<file path="config.mk">
export PLATFORM = sky130hd
export DESIGN_NAME = color_replace_ordered_dither
export DESIGN_NICKNAME = d
export VERILOG_FILES = /design/src/rtl/cro_pkg.sv /design/src/rtl/cro_cfg_regs.sv /design/src/rtl/cro_dither_core.sv /design/src/rtl/color_replace_ordered_dither.sv
export SDC_FILE = /design/constraint.sdc
export NUM_CORES = 1
export LEC_CHECK = 0
export BUFFER_PORTS_ARGS = -buffer_cell sky130_fd_sc_hd__buf_4
export CAP_MARGIN = 40
export CORE_ASPECT_RATIO = 1.2
export CORE_MARGIN = 3
export CORE_UTILIZATION = 62
export DETAILED_ROUTE_END_ITERATION = 10
export PLACE_DENSITY_LB_ADDON = 0.3
export SETUP_SLACK_MARGIN = 0.5
export SKIP_LAST_GASP = 1
export SYNTH_ARGS = -nofsm -noshare
export SYNTH_HDL_FRONTEND = slang
export SYNTH_HIERARCHICAL = 1
export SYNTH_SLANG_ARGS = --single-unit
export TNS_END_PERCENT = 20
</file>
<file path="constraint.sdc">
create_clock -name clk -period 7.67 [get_ports clk]
set_input_delay 0.767 -clock clk [delete_from_list [all_inputs] [get_ports clk]]
set_output_delay 0.767 -clock clk [all_outputs]
set_load 0.005 [all_outputs]
</file>
<file path="src/rtl/cro_pkg.sv">
// Shared types and constants for the color replace / ordered dither block.
// Holds the configuration register set, register index codes and the 8x8 threshold table.
// No dependencies.
package cro_pkg;

  typedef enum logic [2:0] {
    REG_MONO_MODE    = 3'd0,
    REG_KEY_COLOR    = 3'd1,
    REG_TARGET_RED   = 3'd2,
    REG_TARGET_GREEN = 3'd3,
    REG_TARGET_BLUE  = 3'd4
  } reg_index_t;

  typedef struct packed {
    logic       mono_mode;
    logic [7:0] key_color;
    logic [7:0] target_red;
    logic [7:0] target_green;
    logic [7:0] target_blue;
  } cfg_t;

  // threshold table, indexed by {column_phase, row_phase}
  localparam logic [5:0] BAYER8 [64] = '{
    6'd0,  6'd32, 6'd8,  6'd40, 6'd2,  6'd34, 6'd10, 6'd42,
    6'd48, 6'd16, 6'd56, 6'd24, 6'd50, 6'd18, 6'd58, 6'd26,
    6'd12, 6'd44, 6'd4,  6'd36, 6'd14, 6'd46, 6'd6,  6'd38,
    6'd60, 6'd28, 6'd52, 6'd20, 6'd62, 6'd30, 6'd54, 6'd22,
    6'd3,  6'd35, 6'd11, 6'd43, 6'd1,  6'd33, 6'd9,  6'd41,
    6'd51, 6'd19, 6'd59, 6'd27, 6'd49, 6'd17, 6'd57, 6'd25,
    6'd15, 6'd47, 6'd7,  6'd39, 6'd13, 6'd45, 6'd5,  6'd37,
    6'd63, 6'd31, 6'd55, 6'd23, 6'd61, 6'd29, 6'd53, 6'd21
  };

endpackage

</file>
<file path="src/rtl/cro_cfg_regs.sv">
// Configuration register file for the color replace / ordered dither block.
// Decodes register index writes into the cfg_t register set.
// Depends on cro_pkg.
module cro_cfg_regs (
  input  logic                clk,
  input  logic                rst,
  input  logic                wr_en,
  input  logic [2:0]          wr_index,
  input  logic [7:0]          wr_data,
  output cro_pkg::cfg_t       cfg
);
  import cro_pkg::*;

  cfg_t cfg_next;

  always_comb begin
    cfg_next = cfg;
    if (wr_en) begin
      case (wr_index)
        REG_MONO_MODE:    cfg_next.mono_mode    = wr_data[0];
        REG_KEY_COLOR:    cfg_next.key_color    = wr_data;
        REG_TARGET_RED:   cfg_next.target_red   = wr_data;
        REG_TARGET_GREEN: cfg_next.target_green = wr_data;
        REG_TARGET_BLUE:  cfg_next.target_blue  = wr_data;
        default:          cfg_next = cfg;
      endcase
    end
  end

  always_ff @(posedge clk) begin
    if (rst) begin
      cfg <= '0;
    end else begin
      cfg <= cfg_next;
    end
  end

endmodule

</file>
<file path="src/rtl/cro_dither_core.sv">
// Per-pixel key match and ordered dither of the target color.
// Pure combinational datapath between the input and result registers.
// Depends on cro_pkg.
module cro_dither_core (
  input  cro_pkg::cfg_t cfg,
  input  logic [2:0]    column_phase,
  input  logic [2:0]    row_phase,
  input  logic [7:0]    pixel_in,
  output logic [7:0]    pixel_out,
  output logic          was_replaced
);
  import cro_pkg::*;

  // level = t/85, plus one when floor(64*(t%85)/85) > thr, i.e. 64*rem >= 85*(thr+1)
  function automatic logic [1:0] channel_level(input logic [7:0] t, input logic [5:0] thr);
    logic [1:0]  lvl;
    logic [6:0]  rem;
    logic [12:0] lhs;
    logic [12:0] rhs;
    if (t >= 8'd255) begin
      lvl = 2'd3;
      rem = 7'd0;
    end else if (t >= 8'd170) begin
      lvl = 2'd2;
      rem = 7'(t - 8'd170);
    end else if (t >= 8'd85) begin
      lvl = 2'd1;
      rem = 7'(t - 8'd85);
    end else begin
      lvl = 2'd0;
      rem = t[6:0];
    end
    lhs = {rem, 6'b0};
    rhs = 13'(({7'b0, thr} + 13'd1) * 13'd85);
    return lvl + {1'b0, (lhs >= rhs)};
  endfunction

  logic [5:0]  thr;
  logic [10:0] sum;
  logic [8:0]  rnd;
  logic [6:0]  inten;
  logic        mono_hit;
  logic        color_hit;

  assign thr       = BAYER8[{column_phase, row_phase}];
  assign sum       = 11'(cfg.target_red) * 11'd3 + {1'b0, cfg.target_green, 2'b0}
                   + 11'(cfg.target_blue);
  assign rnd       = {1'b0, sum[10:3]} + 9'd5;
  assign inten     = rnd[8:2] - 7'd1;
  assign mono_hit  = pixel_in[0] == cfg.key_color[0];
  assign color_hit = pixel_in == cfg.key_color;

  always_comb begin
    pixel_out    = pixel_in;
    was_replaced = 1'b0;
    if (cfg.mono_mode) begin
      if (mono_hit) begin
        pixel_out    = {pixel_in[7:1], (inten > {1'b0, thr})};
        was_replaced = 1'b1;
      end
    end else if (color_hit) begin
      pixel_out    = {2'b11, channel_level(cfg.target_red, thr),
                      channel_level(cfg.target_green, thr),
                      channel_level(cfg.target_blue, thr)};
      was_replaced = 1'b1;
    end
  end

endmodule

</file>
<file path="src/rtl/color_replace_ordered_dither.sv">
// Top level of the color replace / ordered dither block.
// Input register, dither core and result register; depends on cro_pkg,
// cro_cfg_regs and cro_dither_core.
//
// Usage:
//   s_axis carries one pixel request per beat: tdata[2:0] column phase,
//   tdata[5:3] row phase, tdata[13:6] pixel value, tdata[15:14] zero.
//   m_axis returns one result per request: tdata[7:0] new pixel value,
//   tuser[0] set when the pixel matched the key color.
//   The cfg channel writes the five registers by index (0 mono mode,
//   1 key color, 2..4 target red, green, blue); cfg_ready is always high.
//   Write configuration only while no request is in flight.
// An accepted request is held in the input register, passes the dither core
//   and is captured in the result register once that register is free.
// Throughput: one request per cycle while the receiver takes results, set by
//   the two register stages; the input side keeps accepting while a result
//   waits as long as the input register is free.
// Reset clears both stage valid flags and the configuration registers to zero.
// When the receiver stalls the result holds; one more request fills the
//   input register, then s_axis_tready drops until the receiver takes data.
module color_replace_ordered_dither (
  input  logic        clk,
  input  logic        rst,
  input  logic        s_axis_tvalid,
  output logic        s_axis_tready,
  input  logic [15:0] s_axis_tdata,   // [2:0] column_phase, [5:3] row_phase, [13:6] pixel_in
  output logic        m_axis_tvalid,
  input  logic        m_axis_tready,
  output logic [7:0]  m_axis_tdata,   // [7:0] pixel_out
  output logic [0:0]  m_axis_tuser,   // [0] was_replaced
  input  logic        cfg_valid,
  output logic        cfg_ready,
  input  logic [2:0]  cfg_index,
  input  logic [7:0]  cfg_data
);
  import cro_pkg::*;

  cfg_t       cfg;
  logic       in_valid;
  logic [2:0] in_col;
  logic [2:0] in_row;
  logic [7:0] in_pix;
  logic       out_valid;
  logic [7:0] out_pix;
  logic       out_hit;
  logic [7:0] core_pix;
  logic       core_hit;
  logic       out_load;
  logic       in_load;

  assign cfg_ready = 1'b1;

  cro_cfg_regs u_cfg (
    .clk      (clk),
    .rst      (rst),
    .wr_en    (cfg_valid & cfg_ready),
    .wr_index (cfg_index),
    .wr_data  (cfg_data),
    .cfg      (cfg)
  );

  cro_dither_core u_core (
    .cfg          (cfg),
    .column_phase (in_col),
    .row_phase    (in_row),
    .pixel_in     (in_pix),
    .pixel_out    (core_pix),
    .was_replaced (core_hit)
  );

  assign out_load      = !out_valid || m_axis_tready;
  assign s_axis_tready = !in_valid || out_load;
  assign in_load       = s_axis_tvalid && s_axis_tready;

  always_ff @(posedge clk) begin
    if (rst) begin
      in_valid  <= 1'b0;
      out_valid <= 1'b0;
    end else begin
      if (s_axis_tready) begin
        in_valid <= s_axis_tvalid;
      end
      if (out_load) begin
        out_valid <= in_valid;
      end
    end
  end

  always_ff @(posedge clk) begin
    if (in_load) begin
      in_col <= s_axis_tdata[2:0];
      in_row <= s_axis_tdata[5:3];
      in_pix <= s_axis_tdata[13:6];
    end
    if (out_load && in_valid) begin
      out_pix <= core_pix;
      out_hit <= core_hit;
    end
  end

  assign m_axis_tvalid   = out_valid;
  assign m_axis_tdata    = out_pix;
  assign m_axis_tuser[0] = out_hit;

endmodule

</file>
== Word level (Yosys, flattened, before mapping) ==
Memories as Yosys holds them, arrays and structs flattened.
Index checks and enable logic that the tools add are counted.

* Flip-flop bits (word level): 58
* Memory bits (read-only): 384
* Input port bits: 32
* Output and inout bits: 12
* Logic and storage cells: 100
* Memories: 1

{| class="wikitable"
|+ Memory list
! name !! words !! bits a word !! rd ports !! clocked after Yosys merged registers in !! write ports !! line !! RTL
|-
| (no name shown) || 64 || 6 || 1 || 0 || 0 || cro_dither_core.sv:45 || <nowiki>assign thr = BAYER8[{column_phase, row_phase}];</nowiki>
|}

* $add $sub $neg: 14
* Multipliers: 2
* $lt $le $gt $ge: 14
* Equality and inequality tests: 6
* Muxes and demuxes: 38
* Bitwise gates (word level): 1
* Reduce and logical (&&, ||, !) cells: 12

{| class="wikitable"
|+ Operator list
! kind !! count
|-
| $mux 7 || 15
|-
| $ge 8x8->1 const B || 6
|-
| $ge 13x13->1 || 3
|-
| $ge 8x7->1 const B || 3
|-
| $mux 2 || 12
|-
| $sub 7x6->7 const B || 3
|-
| $sub 7x7->7 const B || 3
|-
| $mux 8 || 2
|-
| $mul 13x7->13 const B || 1
|-
| $mux 6 || 2
|-
| $add 10x10->11 || 1
|-
| $add 11x8->11 || 1
|-
| $mul 8x2->10 const B || 1
|-
| $reduce_and 2->1 || 5
|-
| $add 8x3->9 const B || 1
|-
| $eq 8x8->1 || 1
|-
| $add 6x1->7 const B || 1
|-
| $ge 7x7->1 const B || 1
|-
| $gt 7x6->1 || 1
|-
| $mux 1 || 7
|-
| $not 6->7 || 1
|-
| $sub 7x1->7 const B || 1
|-
| $add 2x1->2 || 3
|-
| $eq 3x2->1 const B || 2
|-
| 7 further kinds || 10
|}

== Depth between registers and ports, before layout ==
* Depth in word-level cells: 10
* Mapped depth: 26
* Gate-level depth less buffers: 26

== Modules after synthesis ==
The synthesis kept the hierarchy.

{| class="wikitable"
|+ Modules (own cells, without submodules)
! module !! instances !! cells each !! area an instance (um^2) !! seq. area each (um^2)
|-
| cro_dither_core || 1 || 486 || 3912.5 || 0.0
|-
| cro_cfg_regs || 1 || 123 || 1378.8 || 660.6
|-
| color_replace_ordered_dither || 1 || 35 || 805.8 || 730.7
|}

== Least setup slack after synthesis ==
No wires, ideal clock.

* Kind: reg-to-reg
* Start: register in_col[2]
* End: register out_pix[0] (netlist: m_axis_tdata[0]), data pin
* Setup time: 152 ps
* Data arrival time: 5212 ps
* Required time: 7518 ps
* Setup slack: 2306 ps
* Cell stages (with the launch flop): 25
* Buffers on the path: 0
* Period minus slack after synthesis: 5364 ps
* Path through: edfxtp_1 ha_1 nand3b_1 nor3_1 xnor2_1 inv_1 fa_1 inv_1 fa_1 ha_1 o21a_1 o21a_1 o21a_1 nor2_1 xor2_1 ha_1 a21o_1 a21o_1 a21oi_1 o21ai_1 ha_1 inv_1 o31ai_1 o21ai_0 a31oi_1

* Word-level cells in the longest chain between the ends: 10
* Elaborated cells on any way between the ends: 12
* Those cells by class: add/sub (2); mul (1); order compare (2); mux (5); bitwise (1); memory (1)

{| class="wikitable"
|+ Ends and longest elaborated chain
! element !! line !! RTL
|-
| from (decl) || color_replace_ordered_dither.sv:40 || <nowiki>logic [2:0] in_col;</nowiki>
|-
| from (signal assigned) || color_replace_ordered_dither.sv:91 || <nowiki>in_col <= s_axis_tdata[2:0];</nowiki>
|-
| $not 6->7 (not written as such) (*) || cro_dither_core.sv:45 ||
|-
| $mem_v2 64x6 (*) || - ||
|-
| $mux 6 (not written as such) (*) (2 in a row) || cro_dither_core.sv:45 ||
|-
| $add 6x1->7 || cro_dither_core.sv:34 || <nowiki>rhs = 13'(({7'b0, thr} + 13'd1) * 13'd85);</nowiki>
|-
| $mul 13x7->13 || cro_dither_core.sv:34 ||
|-
| $ge 13x13->1 || cro_dither_core.sv:35 || <nowiki>return lvl + {1'b0, (lhs >= rhs)};</nowiki>
|-
| $add 2x1->2 || cro_dither_core.sv:35 ||
|-
| $mux 8 || cro_dither_core.sv:61 || <nowiki>end else if (color_hit) begin</nowiki>
|-
| $mux 8 (*) || cro_dither_core.sv:56 || <nowiki>if (cfg.mono_mode) begin</nowiki>
|-
| via core_pix[0] || color_replace_ordered_dither.sv:46 || <nowiki>logic [7:0] core_pix;</nowiki>
|-
| to (signal assigned) || color_replace_ordered_dither.sv:96 || <nowiki>out_pix <= core_pix;</nowiki>
|-
| to (decl) || color_replace_ordered_dither.sv:44 || <nowiki>logic [7:0] out_pix;</nowiki>
|}

The timed path passes the listed nets; every way through them passes the cells marked *. The select of a mux whose other input is x is not followed.
A chain may end at the register's enable or synchronous reset.

== Final worst setup path ==
Same ends and word-level chain as after synthesis.

==> impl_metrics.prom <==
# TYPE chip_impl_metric gauge
chip_impl_metric{name="worst_hold_slack",unit="ns"} 0.508
chip_impl_metric{name="post_synth_fa_ha_maj_area_fraction",unit="%"} 27.8
chip_impl_metric{name="cp_data_arrival_time",unit="ns"} 6.27
chip_impl_metric{name="cts_num_sinks",unit=""} 58
chip_impl_metric{name="setup-violations-final",unit=""} 0
chip_impl_metric{name="syn_nets",unit=""} 800
chip_impl_info{name="tritoncts",value="done"} 1
chip_impl_metric{name="post_cts_hold_buffer_count",unit=""} 0
chip_impl_metric{name="htree_num_levels",unit=""} 3
chip_impl_metric{name="finalWirelength",unit="um"} 13600
chip_impl_metric{name="ios",unit=""} 44
chip_impl_metric{name="cts.reportedPaths.clkPinSlew",unit="ns"} 0.05
chip_impl_metric{name="rrSetupSlack",unit="ns"} 1.58
chip_impl_metric{name="worst_hold_path.num_cells",unit=""} 2
chip_impl_metric{name="via_per_instance_ratio",unit=""} 5.79
chip_impl_metric{name="rows",unit=""} 39
chip_impl_metric{name="p_comb_share",unit="%"} 39.9
chip_impl_metric{name="timing_worst_slew_pin_value",unit="ns"} 0.791
chip_impl_info{name="sink_of_the_worst_hold_path",value="u_cfg/cfg[28]"} 1
chip_impl_info{name="critical_path_class",value="reg -> reg"} 1
chip_impl_metric{name="power_per_cell_area",unit="mW/mm2"} 174
chip_impl_metric{name="routed-via-count",unit=""} 4672
chip_impl_metric{name="grt_max_degree",unit=""} 44
chip_impl_metric{name="synth-compound-area-share",unit="%"} 13.8
chip_impl_metric{name="synth-async-reset-ratio",unit="%"} 0
chip_impl_metric{name="synthMuxAreaShare",unit="%"} 6.65
chip_impl_metric{name="finalInstanceArea",unit="mm2"} 0.00673
chip_impl_metric{name="synth_cells",unit=""} 644
chip_impl_metric{name="vias_in_the_first_global_route",unit=""} 4757
chip_impl_metric{name="clock_insertion_delay_worst_skew",unit="ns"} 0.33
chip_impl_metric{name="drt-pass1-iter-count",unit=""} 5
chip_impl_metric{name="antenna_violating_nets_post_route",unit=""} 0
chip_impl_metric{name="timing.final.max_slew_violations",unit=""} 0
chip_impl_metric{name="cts.path.max_buffers",unit=""} 2
chip_impl_info{name="main_combinational_cell_family_by_area_after_synthesis",value="adder cells"} 1
chip_impl_metric{name="power.switching",unit="uW"} 417
chip_impl_metric{name="placement.cell_area",unit="mm2"} 0.00646
chip_impl_metric{name="maxClockFrequency",unit="MHz"} 164
chip_impl_metric{name="finish.net_count",unit=""} 835
chip_impl_metric{name="rr_worst_depth",unit=""} 24
chip_impl_metric{name="floorplan.core_area",unit="mm2"} 0.00956
chip_impl_metric{name="internal_power",unit="uW"} 754
chip_impl_info{name="setup.worst_path.end_class",value="flip-flop"} 1
chip_impl_metric{name="diodes",unit=""} 0
chip_impl_metric{name="areaGrowthSynthToFinish",unit="%"} 10.4
chip_impl_info{name="reg2reg_from",value="in_col[2]"} 1
chip_impl_info{name="grt_setup_unrepaired",value="no"} 1
chip_impl_metric{name="wl_per_cell",unit="um"} 16.8
chip_impl_info{name="cts.root.buffer_cell",value="sky130_fd_sc_hd__clkbuf_16"} 1
chip_impl_metric{name="dpl.hpwl",unit="um"} 10800
chip_impl_metric{name="cap_viol_max_count",unit=""} 0
chip_impl_metric{name="synth.yosys.seq_area_share",unit="%"} 22.8
chip_impl_metric{name="timing_hold_violations_final",unit=""} 0
chip_impl_metric{name="syn_avg_cell_area",unit="um2"} 9.47
chip_impl_metric{name="finalCritPeriodShare",unit="%"} 79.4
chip_impl_metric{name="swShare",unit="%"} 35.6
chip_impl_metric{name="synth_simple_gate_area_share",unit="%"} 15.7
chip_impl_info{name="outcome",value="completed"} 1
chip_impl_metric{name="yosys.area_share.xor_xnor",unit="%"} 7.72
chip_impl_metric{name="initial_core_utilization",unit="%"} 63.7
chip_impl_metric{name="gp_congestion",unit=""} 0.879
chip_impl_metric{name="ys_seq_elements",unit=""} 58
chip_impl_metric{name="layout_min_cycle_time",unit="ns"} 6.09
chip_impl_metric{name="antenna_found_initial",unit=""} 0
chip_impl_metric{name="die_area",unit="mm2"} 0.0111
chip_impl_metric{name="setup-tns-final",unit="ns"} 0
chip_impl_metric{name="synth.yosys.warnings",unit=""} 6
chip_impl_metric{name="seq_power_share",unit="%"} 29.6
chip_impl_metric{name="placement.io_buffers",unit=""} 40
chip_impl_info{name="synth_ff_type",value="sky130_fd_sc_hd__dfxtp_1"} 1
chip_impl_metric{name="grt_first_pass_wirelength",unit="um"} 22300
chip_impl_metric{name="path_max_fanout",unit=""} 9
chip_impl_metric{name="die_h",unit="um"} 115
chip_impl_metric{name="grtUsageTotal",unit="%"} 26.3
chip_impl_info{name="crit_path_start_kind",value="flip-flop"} 1
chip_impl_metric{name="gr-total-overflow",unit=""} 0
chip_impl_metric{name="clock_buffer_count_from_cts",unit=""} 9
chip_impl_metric{name="drc",unit=""} 0
chip_impl_metric{name="synth-edff-count",unit=""} 23
chip_impl_info{name="worstHoldStart",value="u_cfg/cfg[28]"} 1
chip_impl_metric{name="drive_above_1_share",unit="%"} 12.3
chip_impl_metric{name="worst_clock_skew",unit="ns"} 0.00785
chip_impl_metric{name="post_cts_resize_count",unit=""} 0
chip_impl_metric{name="synthesis.area",unit="mm2"} 0.00610
chip_impl_metric{name="max_slew_margin_vs_limit",unit="%"} 46.9
chip_impl_metric{name="drt_iter0_drc",unit=""} 213
chip_impl_metric{name="post_cts_setup_buffer_count",unit=""} 0
chip_impl_metric{name="required",unit="ns"} 7.84
chip_impl_info{name="r2r-end",value="m_axis_tdata[0]"} 1
chip_impl_metric{name="final_util",unit="%"} 70.4
chip_impl_info{name="min-delay-path-class",value="reg -> reg"} 1
chip_impl_metric{name="clock_power_share",unit="%"} 30.5
chip_impl_metric{name="power_leakage",unit="nW"} 3.24
chip_impl_metric{name="die_width",unit="um"} 96.5
chip_impl_metric{name="post_synth_num_cell_types",unit=""} 73
chip_impl_metric{name="vdd_drop_max",unit="mV"} 0.192
layout make-up:
type                    instances  area (um2)
flip-flops and latches         58        1390
fillers                       741        2830
clock buffers                   9         225
clock inverters                 7        46.3
repair buffers                 40         300
multi-input cells             504        4370
well taps                     123         154
inverters                      66         248
how the worst max path moves through the flow:
stage | start | end | slack, ns | depth (start not counted)
after global placement | in_col[2] | m_axis_tdata[0] | 1.76 | 24
after detailed placement | in_col[2] | m_axis_tdata[0] | 1.60 | 24
final | in_col[2] | m_axis_tdata[0] | 1.58 | 24
after CTS | in_col[2] | m_axis_tdata[0] | 1.60 | 24
after floorplan | in_col[2] | m_axis_tdata[0] | 2.31 | 24
after global routing | in_col[2] | m_axis_tdata[0] | 1.14 | 25
flip-flops by register name (all words and copies together) (netlist names):
signal and cells:
u_cfg/cfg 33, in_pix 8, m_axis_tdata 8, in_col 3, in_row 3, in_valid 1
m_axis_tuser 1, m_axis_tvalid 1
kinds of logic after synthesis:
logic type	Yosys count
xor gates and xnor gates	52
adders and majority gates	124
AOI/OAI and AO/OA	124
DFF	58
and+or+nand+nor	163
muxes	40
buffers and inverters	82
other	1
cells in the mapped netlist, types with 7 or more instances:
cell type / n / area (um2)
sky130_fd_sc_hd__xnor2_1: 37 / 324
sky130_fd_sc_hd__a21oi_1: 27 / 135
sky130_fd_sc_hd__xor2_1: 13 / 114
sky130_fd_sc_hd__nand2_1: 9 / 33.8
sky130_fd_sc_hd__o21ai_0: 25 / 125
sky130_fd_sc_hd__mux2i_1: 36 / 360
sky130_fd_sc_hd__nand4_1: 7 / 43.8
sky130_fd_sc_hd__ha_1: 105 / 1310
sky130_fd_sc_hd__o21ai_1: 7 / 35.0
sky130_fd_sc_hd__nand2b_1: 43 / 269
sky130_fd_sc_hd__dfxtp_1: 35 / 701
sky130_fd_sc_hd__a21o_1: 15 / 113
sky130_fd_sc_hd__nor2_1: 42 / 158
sky130_fd_sc_hd__nor3_1: 9 / 45.0
sky130_fd_sc_hd__inv_1: 66 / 248
sky130_fd_sc_hd__o21a_1: 9 / 67.6
sky130_fd_sc_hd__nand3_1: 13 / 65.1
sky130_fd_sc_hd__fa_1: 19 / 380
sky130_fd_sc_hd__edfxtp_1: 23 / 691
routing by layer:
layer  global-route usage [%]  wire length, um
met1                     30.0             5510
met2                     47.3             7120
met3                     4.34              425
met4                     11.3              510
met5                        0                0
layout by cell type, fill, tap and decap left out, types with 13 or more instances in the layout:
master                     count
sky130_fd_sc_hd__ha_1        105
sky130_fd_sc_hd__inv_1        66
sky130_fd_sc_hd__nand2b_1     43
sky130_fd_sc_hd__nor2_1       42
sky130_fd_sc_hd__buf_4        40
sky130_fd_sc_hd__xnor2_1      37
sky130_fd_sc_hd__mux2i_1      36
sky130_fd_sc_hd__dfxtp_1      35
sky130_fd_sc_hd__a21oi_1      27
sky130_fd_sc_hd__o21ai_0      25
sky130_fd_sc_hd__edfxtp_1     23
sky130_fd_sc_hd__fa_1         19
sky130_fd_sc_hd__a21o_1       15
sky130_fd_sc_hd__nand3_1      13
sky130_fd_sc_hd__xor2_1       13
worst max-delay path, cell delays in order (launching register included):
cell and delay [ns]:
sky130_fd_sc_hd__edfxtp_1 0.52, sky130_fd_sc_hd__ha_1 0.40, sky130_fd_sc_hd__nand3b_1 0.21, sky130_fd_sc_hd__nor3_1 0.21
sky130_fd_sc_hd__xnor2_1 0.28, sky130_fd_sc_hd__inv_1 0.13, sky130_fd_sc_hd__fa_1 0.55, sky130_fd_sc_hd__inv_1 0.07
sky130_fd_sc_hd__fa_1 0.48, sky130_fd_sc_hd__ha_1 0.33, sky130_fd_sc_hd__o21a_1 0.13, sky130_fd_sc_hd__o21a_1 0.18
sky130_fd_sc_hd__o21a_1 0.18, sky130_fd_sc_hd__nor2_1 0.13, sky130_fd_sc_hd__xor2_1 0.30, sky130_fd_sc_hd__ha_1 0.31
sky130_fd_sc_hd__a21o_1 0.18, sky130_fd_sc_hd__a21o_1 0.17, sky130_fd_sc_hd__a21oi_1 0.12, sky130_fd_sc_hd__o21ai_1 0.10
sky130_fd_sc_hd__ha_1 0.34, sky130_fd_sc_hd__inv_1 0.05, sky130_fd_sc_hd__o31ai_1 0.27, sky130_fd_sc_hd__o21ai_0 0.13
sky130_fd_sc_hd__a31oi_1 0.17
through the flow:
step                      setup WS [ns]  power [mW]  instances
after floorplan                    2.31       0.697        644
after global placement             1.76       0.788        791
after detailed placement           1.60       0.819        791
after CTS                          1.60        1.18        807
after global routing               1.14        1.26        807
final                              1.58        1.17        807
power groups by stage:
| stage | Sequential [mW] | Clock [mW] | Combinational [mW] |
|---|---|---|---|
| 6_report | 0.346 | 0.357 | 0.467 |
| 5_1_grt | 0.348 | 0.373 | 0.537 |
| 4_1_cts | 0.346 | 0.360 | 0.472 |
| 3_5_place_dp | 0.352 | 0 | 0.466 |
| 3_3_place_gp | 0.352 | 0 | 0.437 |
| 2_1_floorplan | 0.348 | 0 | 0.349 |
Power figures use the tool's default switching activity.
